--- config.mk ---
export PLATFORM = sky130hd
export DESIGN_NAME = positional_list_engine_unit
export DESIGN_NICKNAME = d
export VERILOG_FILES = /design/src/rtl/pleu_pkg.sv /design/src/rtl/pleu_mem.sv /design/src/rtl/pleu_ctrl.sv /design/src/rtl/positional_list_engine_unit.sv
export SDC_FILE = /design/constraint.sdc
export NUM_CORES = 1
export LEC_CHECK = 0
export BUFFER_PORTS_ARGS = -buffer_cell sky130_fd_sc_hd__buf_4
export CORE_MARGIN = 2
export CORE_UTILIZATION = 30
export CTS_CLUSTER_SIZE = 28
export DETAILED_ROUTE_END_ITERATION = 16
export PLACE_DENSITY = 0.49
export SLEW_MARGIN = 0
export SYNTH_ARGS = -nofsm -noshare
export SYNTH_HDL_FRONTEND = slang
export SYNTH_SLANG_ARGS = --single-unit
--- constraint.sdc ---
create_clock -name clk_i -period 5.7 [get_ports clk_i]
set_clock_uncertainty 0.2 [all_clocks]
set_input_delay 0 -clock clk_i [delete_from_list [all_inputs] [get_ports clk_i]]
set_output_delay 0 -clock clk_i [all_outputs]
set_load 0.02 [all_outputs]
--- src/rtl/pleu_pkg.sv ---
`timescale 1ns / 1ps
`default_nettype none
package pleu_pkg;

  localparam int unsigned AddrMaxW = 6;

  localparam logic [2:0] FnInsHead = 3'd0;
  localparam logic [2:0] FnInsTail = 3'd1;
  localparam logic [2:0] FnInsPos  = 3'd2;
  localparam logic [2:0] FnDelHead = 3'd3;
  localparam logic [2:0] FnDelTail = 3'd4;
  localparam logic [2:0] FnDelPos  = 3'd5;

  typedef enum logic [1:0] {
    ST_DONE   = 2'd0,
    ST_BADPOS = 2'd1,
    ST_FULL   = 2'd2,
    ST_EMPTY  = 2'd3
  } status_e;

  typedef enum logic [2:0] {
    S_IDLE,
    S_INS_RD,
    S_INS_WR,
    S_DEL_RD,
    S_DEL_WR,
    S_OUT_RD,
    S_OUT_LD,
    S_OUT_EMPTY
  } ctrl_state_e;

  typedef struct packed {
    logic [2:0]         func;
    logic [6:0]         position;
    logic signed [31:0] new_value;
  } in_beat_t;

  typedef struct packed {
    logic [1:0]         status;
    logic signed [31:0] element;
    logic [5:0]         element_index;
    logic [6:0]         list_length;
    logic               no_elements;
    logic               last_of_run;
  } out_beat_t;

  typedef struct packed {
    logic                we;
    logic [AddrMaxW-1:0] waddr;
    logic signed [31:0]  wdata;
    logic                re;
    logic [AddrMaxW-1:0] raddr;
  } mem_req_t;

endpackage
`default_nettype wire

--- src/rtl/pleu_mem.sv ---
`timescale 1ns / 1ps
`default_nettype none
module pleu_mem #(
  parameter int unsigned DEPTH = 32
) (
  input  wire logic               clk_i,
  input  wire pleu_pkg::mem_req_t req_i,
  output logic signed [31:0]      rdata_o
);
  import pleu_pkg::*;

  localparam int unsigned AW = (DEPTH > 1) ? $clog2(DEPTH) : 1;

  logic signed [31:0] mem_q [DEPTH];
  logic signed [31:0] rdata_q;

  always_ff @(posedge clk_i) begin
    if (req_i.we) begin
      mem_q[req_i.waddr[AW-1:0]] <= req_i.wdata;
    end
  end

  always_ff @(posedge clk_i) begin
    if (req_i.re) begin
      rdata_q <= mem_q[req_i.raddr[AW-1:0]];
    end
  end

  assign rdata_o = rdata_q;

endmodule
`default_nettype wire

--- src/rtl/pleu_ctrl.sv ---
`timescale 1ns / 1ps
`default_nettype none
module pleu_ctrl #(
  parameter int unsigned DEPTH = 32
) (
  input  wire logic                clk_i,
  input  wire logic                rst_ni,
  input  wire logic                in_valid_i,
  output logic                     in_ready_o,
  input  wire pleu_pkg::in_beat_t  in_beat_i,
  input  wire logic                slot_free_i,
  output logic                     res_load_o,
  output pleu_pkg::out_beat_t      res_o,
  output pleu_pkg::mem_req_t       mem_req_o,
  input  wire logic signed [31:0]  mem_rdata_i
);
  import pleu_pkg::*;

  localparam int unsigned AW = (DEPTH > 1) ? $clog2(DEPTH) : 1;
  localparam int unsigned CW = $clog2(DEPTH + 1);

  ctrl_state_e        state_q, state_d;
  logic [CW-1:0]      count_q, count_d;
  logic [AW-1:0]      idx_q, idx_d;
  logic [AW-1:0]      i_q, i_d;
  logic signed [31:0] val_q, val_d;
  logic [1:0]         status_q, status_d;

  logic          pos_ok;
  logic          list_full;
  logic [CW-1:0] i_inc;
  logic [6:0]    pos_m1;

  assign pos_ok    = (in_beat_i.position >= 7'd2) && (in_beat_i.position <= 7'(count_q));
  assign list_full = (count_q == CW'(DEPTH));
  assign i_inc     = CW'(i_q) + CW'(1);
  assign pos_m1    = in_beat_i.position - 7'd1;

  always_ff @(posedge clk_i or negedge rst_ni) begin
    if (!rst_ni) begin
      state_q  <= S_IDLE;
      count_q  <= '0;
      idx_q    <= '0;
      i_q      <= '0;
      status_q <= ST_DONE;
    end else begin
      state_q  <= state_d;
      count_q  <= count_d;
      idx_q    <= idx_d;
      i_q      <= i_d;
      status_q <= status_d;
    end
  end

  always_ff @(posedge clk_i) begin
    val_q <= val_d;
  end

  always_comb begin
    state_d    = state_q;
    count_d    = count_q;
    idx_d      = idx_q;
    i_d        = i_q;
    val_d      = val_q;
    status_d   = status_q;
    in_ready_o = 1'b0;
    res_load_o = 1'b0;
    res_o      = '0;
    mem_req_o  = '0;

    unique case (state_q)
      S_IDLE: begin
        in_ready_o = 1'b1;
        if (in_valid_i) begin
          val_d    = in_beat_i.new_value;
          status_d = ST_DONE;
          i_d      = '0;
          state_d  = (count_q == '0) ? S_OUT_EMPTY : S_OUT_RD;
          unique case (in_beat_i.func) inside
            FnInsHead, FnInsTail, FnInsPos: begin
              if (list_full) begin
                status_d = ST_FULL;
              end else if (in_beat_i.func == FnInsPos && !pos_ok) begin
                status_d = ST_BADPOS;
              end else begin
                i_d     = AW'(count_q);
                state_d = S_INS_RD;
                if (in_beat_i.func == FnInsHead) begin
                  idx_d = '0;
                end else if (in_beat_i.func == FnInsTail) begin
                  idx_d = AW'(count_q);
                end else begin
                  idx_d = AW'(pos_m1);
                end
              end
            end
            FnDelHead, FnDelTail, FnDelPos: begin
              if (count_q == '0) begin
                status_d = ST_EMPTY;
              end else if (in_beat_i.func == FnDelPos && !pos_ok) begin
                status_d = ST_BADPOS;
              end else begin
                state_d = S_DEL_RD;
                if (in_beat_i.func == FnDelHead) begin
                  idx_d = '0;
                  i_d   = '0;
                end else if (in_beat_i.func == FnDelTail) begin
                  idx_d = AW'(count_q - CW'(1));
                  i_d   = AW'(count_q - CW'(1));
                end else begin
                  idx_d = AW'(pos_m1);
                  i_d   = AW'(pos_m1);
                end
              end
            end
            default: ;
          endcase
        end
      end
      S_INS_RD: begin
        if (i_q != idx_q) begin
          mem_req_o.re    = 1'b1;
          mem_req_o.raddr = AddrMaxW'(i_q - AW'(1));
          state_d         = S_INS_WR;
        end else begin
          mem_req_o.we    = 1'b1;
          mem_req_o.waddr = AddrMaxW'(idx_q);
          mem_req_o.wdata = val_q;
          count_d         = count_q + CW'(1);
          i_d             = '0;
          state_d         = S_OUT_RD;
        end
      end
      S_INS_WR: begin
        mem_req_o.we    = 1'b1;
        mem_req_o.waddr = AddrMaxW'(i_q);
        mem_req_o.wdata = mem_rdata_i;
        i_d             = i_q - AW'(1);
        state_d         = S_INS_RD;
      end
      S_DEL_RD: begin
        if (i_inc < count_q) begin
          mem_req_o.re    = 1'b1;
          mem_req_o.raddr = AddrMaxW'(i_inc);
          state_d         = S_DEL_WR;
        end else begin
          count_d = count_q - CW'(1);
          i_d     = '0;
          state_d = (count_q == CW'(1)) ? S_OUT_EMPTY : S_OUT_RD;
        end
      end
      S_DEL_WR: begin
        mem_req_o.we    = 1'b1;
        mem_req_o.waddr = AddrMaxW'(i_q);
        mem_req_o.wdata = mem_rdata_i;
        i_d             = AW'(i_inc);
        state_d         = S_DEL_RD;
      end
      S_OUT_RD: begin
        if (slot_free_i) begin
          mem_req_o.re    = 1'b1;
          mem_req_o.raddr = AddrMaxW'(i_q);
          state_d         = S_OUT_LD;
        end
      end
      S_OUT_LD: begin
        res_load_o          = 1'b1;
        res_o.status        = status_q;
        res_o.element       = mem_rdata_i;
        res_o.element_index = 6'(i_q);
        res_o.list_length   = 7'(count_q);
        res_o.no_elements   = 1'b0;
        res_o.last_of_run   = (i_inc == count_q);
        if (i_inc == count_q) begin
          state_d = S_IDLE;
        end else begin
          i_d     = AW'(i_inc);
          state_d = S_OUT_RD;
        end
      end
      S_OUT_EMPTY: begin
        if (slot_free_i) begin
          res_load_o        = 1'b1;
          res_o.status      = status_q;
          res_o.no_elements = 1'b1;
          res_o.last_of_run = 1'b1;
          state_d           = S_IDLE;
        end
      end
      default: state_d = S_IDLE;
    endcase
  end

endmodule
`default_nettype wire

--- src/rtl/positional_list_engine_unit.sv ---
//  channel | direction | handshake                 | beat
//  --------+-----------+---------------------------+----------------------------
//  in      | input     | in_valid_i / in_ready_o   | pleu_pkg::in_beat_t
//  out     | output    | out_valid_o / out_ready_i | pleu_pkg::out_beat_t
//
//  A beat that changes the list moves M elements one place (a read and a write
//  state each) and writes or drops the entry; every beat then reads out the N
//  elements left (a read and a load state each), or one empty beat if none are
//  left. One element memory, registered read data; input is ready only in idle.
//  Reset clears the element count; memory contents need no clearing.
//  A stalled result holds in the output register and pauses the readout.
`timescale 1ns / 1ps
`default_nettype none
module positional_list_engine_unit #(
  parameter int unsigned DEPTH = 32
) (
  input  wire logic                clk_i,
  input  wire logic                rst_ni,
  input  wire logic                in_valid_i,
  output logic                     in_ready_o,
  input  wire pleu_pkg::in_beat_t  in_beat_i,
  output logic                     out_valid_o,
  input  wire logic                out_ready_i,
  output pleu_pkg::out_beat_t      out_beat_o
);
  import pleu_pkg::*;

  mem_req_t           mem_req;
  logic signed [31:0] mem_rdata;
  logic               res_load;
  out_beat_t          res;
  logic               slot_free;
  logic               out_valid_q;
  out_beat_t          out_beat_q;

  assign slot_free = !out_valid_q || out_ready_i;

  pleu_ctrl #(
    .DEPTH(DEPTH)
  ) u_ctrl (
    .clk_i      (clk_i),
    .rst_ni     (rst_ni),
    .in_valid_i (in_valid_i),
    .in_ready_o (in_ready_o),
    .in_beat_i  (in_beat_i),
    .slot_free_i(slot_free),
    .res_load_o (res_load),
    .res_o      (res),
    .mem_req_o  (mem_req),
    .mem_rdata_i(mem_rdata)
  );

  pleu_mem #(
    .DEPTH(DEPTH)
  ) u_mem (
    .clk_i  (clk_i),
    .req_i  (mem_req),
    .rdata_o(mem_rdata)
  );

  always_ff @(posedge clk_i or negedge rst_ni) begin
    if (!rst_ni) begin
      out_valid_q <= 1'b0;
    end else if (res_load) begin
      out_valid_q <= 1'b1;
    end else if (out_ready_i) begin
      out_valid_q <= 1'b0;
    end
  end

  always_ff @(posedge clk_i) begin
    if (res_load) begin
      out_beat_q <= res;
    end
  end

  assign out_valid_o = out_valid_q;
  assign out_beat_o  = out_beat_q;

endmodule
`default_nettype wire

## Word-level counts from Yosys, hierarchy flattened

Memory sizes are Yosys's and may differ from the RTL's. A register that Yosys moved wholly into a read port is not among the register bits.
Index checks and enable logic that the tools add are counted.
W data, S select, Z words.

| word-level totals | value |
|---|---|
| register bits after elaboration | 103 |
| RAM bits | 1024 |
| input port bits | 46 |
| output and inout bits | 51 |
| word-level logic and storage cells | 130 |
| memories kept | 1 |

Memory list:

| memory | depth | width | rd ports | clocked after memory_dff | write ports | RTL line | source |
|---|---|---|---|---|---|---|---|
| u_mem.mem_q | 32 | 32 | 1 | 1 | 1 | pleu_mem.sv:14 | `logic signed [31:0] mem_q [DEPTH];` |

| operators by class | value |
|---|---|
| add/sub/neg operators | 6 |
| $lt $le $gt $ge | 3 |
| equality and inequality tests | 26 |
| multiplexer cells | 58 |
| reduce and logical (&&, ||, !) cells | 21 |

Operators with widths:

| cell | number |
|---|---|
| $mux W5 | 16 |
| $pmux W39 S2 | 1 |
| $mux W39 | 1 |
| $mux W3 | 10 |
| $pmux W5 S6 | 1 |
| $pmux W3 S8 | 1 |
| $mux W7 | 3 |
| $pmux W7 S3 | 1 |
| $ne A2 B2 Y1 const B | 10 |
| $pmux W5 S2 | 2 |
| $eq A3 B3 Y1 const B | 6 |
| $eq A3 B2 Y1 const B | 4 |
| $mux W2 | 6 |
| $mux W6 | 2 |
| $pmux W2 S2 | 3 |
| $pmux W6 S2 | 1 |
| $sub A5 B1 Y5 const B | 2 |
| $mux W1 | 8 |
| $ge A7 B2 Y1 const B | 1 |
| $le A7 B6 Y1 | 1 |
| $reduce_and A7 Y1 | 1 |
| $add A5 B1 Y6 const B | 1 |
| $add A6 B1 Y6 const B | 1 |
| $eq A3 B1 Y1 const B | 2 |
| 21 further kinds | 29 |

## Longest topological paths before layout

| depth | value |
|---|---|
| depth in word-level cells | 9 |
| gate-level depth with buffers | 16 |

## By module

Synthesis repeated with hierarchy kept, for this count alone.

| second synthesis, totals | value |
|---|---|
| cells, all modules | 2752 |
| area total of the unflattened synthesis | 46380.7 um^2 |

Modules (own cells, without submodules):

| module | instances | cells an instance | area an instance (um^2) |
|---|---|---|---|
| pleu_mem | 1 | 2260 | 40812.9 |
| pleu_ctrl | 1 | 440 | 4048.9 |
| positional_list_engine_unit | 1 | 52 | 1519.0 |

## Worst setup path after synthesis

OpenSTA, ideal clock, no wires.

| timing | value |
|---|---|
| path kind | register to register |
| start | register u_ctrl.state_q[2] |
| end | memory u_mem.mem_q[10][0] (enable) |
| arrival time | 3.542 ns |
| data required time | 5.079 ns |
| path slack | 1.537 ns |
| stages on the path, launching flop included | 9 |
| path buffers | 2 |
| path through | dfrtp_1 clkbuf_1 or3b_2 nor3_2 clkbuf_1 nand3b_1 o21ai_0 nand3_1 nor2_1 |

| on the way | value |
|---|---|
| cells in the longest elaborated chain, start to end | 5 |
| elaborated cells on any way between the ends | 7 |
| classes of those cells | eq/ne: 3; mux: 3; reduce/logical: 1 |

RTL lines:

| item | RTL line | source |
|---|---|---|
| start, declared | pleu_ctrl.sv:22 | `ctrl_state_e state_q, state_d;` |
| start signal, assigned | pleu_ctrl.sv:47 | `state_q <= state_d;` |
| $eq A3 B2 Y1 or $eq A3 B3 Y1 (tied branches) | pleu_ctrl.sv:71 | `unique case (state_q)` |
| $reduce_or A2 Y1 (no source line) | -- |  |
| $pmux W39 S2 (*) | pleu_ctrl.sv:71 |  |
| $mux W1 | pleu_mem.sv:18 | `if (req_i.we) begin` |
| $mux W1 (not written as such) | pleu_mem.sv:19 | `mem_q[req_i.waddr[AW-1:0]] <= req_i.wdata;` |
| end, declared | pleu_mem.sv:14 |  |

Mark *: on every way between the ends. The rest lies on a longest branch, timed or not.

## Worst setup path after layout

| timing | value |
|---|---|
| start | register u_ctrl.i_q[1] |
| end | register u_mem.rdata_q[31], in the netlist u_mem.rdata_o[31], read port of u_mem.mem_q (data pin) |

| on the way | value |
|---|---|
| cells in the longest elaborated chain, start to end | 4 |
| elaborated cells on any way between the ends | 8 |
| classes of those cells | add/sub: 2; order compare: 1; eq/ne: 1; mux: 4 |

RTL lines:

| item | RTL line | source |
|---|---|---|
| start, declared | pleu_ctrl.sv:25 | `logic [AW-1:0] i_q, i_d;` |
| start signal, assigned | pleu_ctrl.sv:50 | `i_q <= i_d;` |
| $add A5 B1 Y6 | pleu_ctrl.sv:36 | `assign i_inc = CW'(i_q) + CW'(1);` |
| $lt A6 B6 Y1 | pleu_ctrl.sv:142 | `if (i_inc < count_q) begin` |
| $mux W7 | pleu_ctrl.sv:142 |  |
| $pmux W7 S3 (*) | pleu_ctrl.sv:71 |  |
| end, declared | pleu_mem.sv:15 | `logic signed [31:0] rdata_q;` |

Marks and branches as above.
A chain may end at the register's enable or synchronous reset.

==> impl_results.md <==
* Result of the run: completed
* Clock sink count at 1157
* Top Ports at 97
* Count of final setup violators at 0
* Highest net fanout along the worst path at 46
* R2R Path Start: u_ctrl.i_q[1]$_DFFE_PN0P_
* Cell row count at 143
* Floorplan core area at approximately 150000 sq um
* Most area-consuming cells after synthesis: sky130_fd_sc_hd__edfxtp_1 (74%), sky130_fd_sc_hd__mux4_2 (6.3%), sky130_fd_sc_hd__nand2_1 (2.9%)
* Setup slack, reg-to-reg at about 0.34 ns
* First-pass DRT Iterations at 5
* Clock slew seen by the registers of the worst setup and hold paths at 0.06 ns
* Leakage power summed over all cells at 18.2 nW
* Area share of the largest cell type after synthesis at between 70% and 80%
* Maximum clock frequency at 187 MHz
* Via total after detailed routing at 25729
* Peak ir drop on the vdd network at roughly 0.45 mV
* Endpoint of the lowest-slack register-to-register path: u_mem.rdata_o[31]$_DFFE_PP_
* Instance count of the mapped netlist at 2700
* Largest net degree at the start of global routing at 125
* Overflow after GRT at 0
* Critical path's slowest cell: sky130_fd_sc_hd__or4_1
* Largest stage delay on the critical path at 0.57 ns
* Worst rel slew slack at 21.1%
* Clock tree from TritonCTS: built
* Overall track demand over capacity in global routing at around 16%
* Post-synthesis instance area at ~46000 sq um
* Wire length of the first global-routing pass at 186000 um
* Worst hold slack after final layout at 0.0720 ns
* Starting density of the core at 30.2%
* Antenna violations before repair at 2
* Classification of the worst setup path: reg -> reg
* Measured slew at the worst slew-check pin at 1.18 ns
* Net count reported at finish at between 3000 and 4000
* Number of enable flip-flop cells after synthesis at 1135
* Count of max-cap constraint violations at 0
* Buffer type at the clock tree root: sky130_fd_sc_hd__clkbuf_16
* Avg Inst Size Synth at 17.0 sq um
* Series of cell instances along the critical path: ha_1, nand3_1, xnor2_1, ha_1, nand4_1, o21ba_2, or4_1, a32oi_4, buf_12, buf_4, mux4_2, a22o_1, a221oi_1, nand3_1
* Post-CTS Repair Setup Buffers at 0
* Final-layout fill cell count at around 14000
* Port Buf Inserts at 94
* Final weighted congestion of routability-driven global placement at 0.772
* Synthesis-to-finish area growth at 18.3%
* Worst min-delay path category: in -> async
* Total negative setup slack at 0 ns
* Crit path DAT at roughly 5.6 ns
* Count of routing violations after the opening detailed-route iteration at 2310
* Ant. Diodes at 0
* Crit end category: register
* Detail-routed net length per standard cell at between 20 and 30 um
* Critical path startpoint category: register
* Proportion of register bits with asynchronous set or reset after synthesis at 1.90%
* Vert. Die Dim at about 400 um
* Total routed wirelength at about 130000 um
* Cell count of the worst reg-to-reg path at 14
* Number of buffers between clock root and the deepest sink at 3
* Period Utilization, post-route at 94.0%
* Setup repair after global routing missed its margin: false
* Die width at around 400 um
* Tmin final at 5.36 ns
* Fraction of layout cells with a size suffix above 1 at 19.4%
* Final Core Density at 35.8%
* Die Area at 156000 sq um
* Fraction of the yosys area taken by sequential cells at 75.3%
* Depth of the CTS H-tree at 3
* P per Cell Area at about 550 nW/um^2
* Vias in the first global route at 25733
* Number of max-slew violations in the final report at 0
* Number of endpoints with negative hold slack in the final report at 0
* Final antenna-violating net count at 0
* Synth warnings at 0
* Data required, critical path at around 5.9 ns
* Register bit count reported by yosys at 1157
* Clock latency reported for the late side of the worst-skew pair at about 0.75 ns
* Largest area contributor in the netlist: sky130_fd_sc_hd__edfxtp_1
* DP Wirelength at 72300 um
* Ratio of routed vias to standard cells at roughly 5
* Count of unique library cells instantiated by Yosys at 75
* Inserted Clock Buffers at 116
* DRC violation count after routing at 0
* Top_reg_cell synth: sky130_fd_sc_hd__edfxtp_1
-- worst max-delay path, delay by kind of cell (launching register included) --
kind	cells	cell delay, ns
compound gates	4	1.46
xor+xnor	1	0.28
fa+ha+maj	2	0.60
buf+inv	2	0.63
flops	1	0.56
mux	1	0.32
simple gates	4	0.97
-- state kept, by name, summed over array words and instances, names as in the netlist --
register,count
u_ctrl.val_q,32
u_ctrl.state_q,3
out_valid_o,1
u_ctrl.count_q,6
out_beat_o,47
u_ctrl.idx_q,5
u_mem.mem_q,1024
u_ctrl.status_q,2
u_ctrl.i_q,5
u_mem.rdata_o,32
-- cell usage after synthesis, types with 7 or more instances --
| cell type | n |
|---|---|
| sky130_fd_sc_hd__nand2_1 | 360 |
| sky130_fd_sc_hd__a31oi_1 | 72 |
| sky130_fd_sc_hd__dfrtp_1 | 22 |
| sky130_fd_sc_hd__mux4_2 | 128 |
| sky130_fd_sc_hd__a21oi_1 | 84 |
| sky130_fd_sc_hd__and3_1 | 37 |
| sky130_fd_sc_hd__mux2_2 | 7 |
| sky130_fd_sc_hd__nor2b_1 | 10 |
| sky130_fd_sc_hd__xnor2_1 | 18 |
| sky130_fd_sc_hd__a22o_1 | 66 |
| sky130_fd_sc_hd__edfxtp_1 | 1135 |
| sky130_fd_sc_hd__a221oi_1 | 69 |
| sky130_fd_sc_hd__buf_1 | 20 |
| sky130_fd_sc_hd__buf_6 | 13 |
| sky130_fd_sc_hd__clkbuf_1 | 73 |
| sky130_fd_sc_hd__o21ai_0 | 24 |
| sky130_fd_sc_hd__buf_4 | 18 |
| sky130_fd_sc_hd__inv_1 | 20 |
| sky130_fd_sc_hd__nand3_1 | 178 |
| sky130_fd_sc_hd__ha_1 | 21 |
| sky130_fd_sc_hd__nor2_1 | 62 |
| sky130_fd_sc_hd__a221oi_2 | 27 |
| sky130_fd_sc_hd__buf_2 | 47 |
| sky130_fd_sc_hd__nor3_1 | 22 |
| sky130_fd_sc_hd__mux2i_1 | 62 |
-- cell usage in the layout, fill, tap and decap left out, types with 20 or more instances in the layout --
cell,synthesis,routed
sky130_fd_sc_hd__nand3_1,178,177
sky130_fd_sc_hd__clkinv_1,0,30
sky130_fd_sc_hd__a21oi_1,84,84
sky130_fd_sc_hd__clkinv_2,0,20
sky130_fd_sc_hd__nor2_4,0,33
sky130_fd_sc_hd__nand2_1,360,360
sky130_fd_sc_hd__clkbuf_1,73,28
sky130_fd_sc_hd__dfrtp_1,22,21
sky130_fd_sc_hd__clkbuf_16,0,118
sky130_fd_sc_hd__nor3_1,22,21
sky130_fd_sc_hd__buf_4,18,173
sky130_fd_sc_hd__a221oi_1,69,69
sky130_fd_sc_hd__mux2i_1,62,62
sky130_fd_sc_hd__a22o_1,66,66
sky130_fd_sc_hd__ha_1,21,21
sky130_fd_sc_hd__dlygate4sd3_1,0,92
sky130_fd_sc_hd__edfxtp_1,1135,1135
sky130_fd_sc_hd__buf_12,1,32
sky130_fd_sc_hd__and3_1,37,37
sky130_fd_sc_hd__a31oi_1,72,71
sky130_fd_sc_hd__nor2_1,62,29
sky130_fd_sc_hd__o21ai_0,24,24
sky130_fd_sc_hd__a221oi_2,27,27
sky130_fd_sc_hd__mux4_2,128,128
-- stage by stage --
step | setup WS (ns) | instance area, sq um | cells | power [mW]
floorplan | 1.54 | 46000 | 2701 | 18.9
global placement | 0.473 | 49900 | 4763 | 22.7
detailed placement | 0.372 | 49900 | 4763 | 22.7
CTS | 0.350 | 54400 | 5066 | 30.1
global route | 0.0492 | 54400 | 5066 | 31.2
finish | 0.340 | 54400 | 5066 | 29.7
-- logic make-up after synthesis --
kind of cell    Yosys count  synth area share, %
flops                  1157                 75.3
simple gates            713                 7.06
compound gates          393                 6.67
mux                     197                 7.79
buf+inv                 193                 2.10
xor+xnor                 25                0.492
fa+ha+maj                21                0.571
other cells               1              0.00815
-- power breakdown --
| group | switching, mW | internal (mW) | total (mW) |
|---|---|---|---|
| clock | 3.23 | 4.01 | 7.24 |
| sequential | 0.456 | 11.7 | 12.1 |
| combinational | 6.76 | 3.59 | 10.3 |
| total | 10.4 | 19.3 | 29.7 |
-- layout make-up --
class	instances	area, sq um	share of cell area (%)
well taps	2030	2540	4.67
clock buffers	146	3060	5.62
inverters	21	78.8	0.145
multi-input cells	1351	10700	19.7
flip-flops and latches	1157	34600	63.7
repair buffers	297	2860	5.26
clock inverters	64	497	0.913
-- worst max-delay path by stage --
stage	startpoint	to	cells after the start
2_1_floorplan	u_ctrl.state_q[2]$_DFFE_PN0P_	u_mem.mem_q[10][0]$_DFFE_PP_	8
3_3_place_gp	u_ctrl.i_q[1]$_DFFE_PN0P_	u_mem.rdata_o[31]$_DFFE_PP_	14
3_5_place_dp	u_ctrl.i_q[1]$_DFFE_PN0P_	u_mem.rdata_o[31]$_DFFE_PP_	14
4_1_cts	u_ctrl.i_q[1]$_DFFE_PN0P_	u_mem.rdata_o[31]$_DFFE_PP_	14
5_1_grt	u_ctrl.i_q[1]$_DFFE_PN0P_	u_mem.rdata_o[31]$_DFFE_PP_	14
6_report	u_ctrl.i_q[1]$_DFFE_PN0P_	u_mem.rdata_o[31]$_DFFE_PP_	14
-- layer usage --
| metal | GRT usage (%) | share of wire (%) | up-vias |
|---|---|---|---|
| met5 | 0 | 0 | - |
| met1 | 22.7 | 45 | 13676 |
| li1 | - | - | 11226 |
| met4 | 4.71 | 2.3 | 0 |
| met2 | 26.3 | 48 | 665 |
| met3 | 2.22 | 4.6 | 162 |
-- what timing repair did --
item / 4_1_cts / 5_1_grt
setup endpoints to repair: 0 / 0
hold buffers: 93 / 0
endpoints found under the hold margin: 74 / 0
resized for setup: 0 / 0
Power figures use the tool's default switching activity.
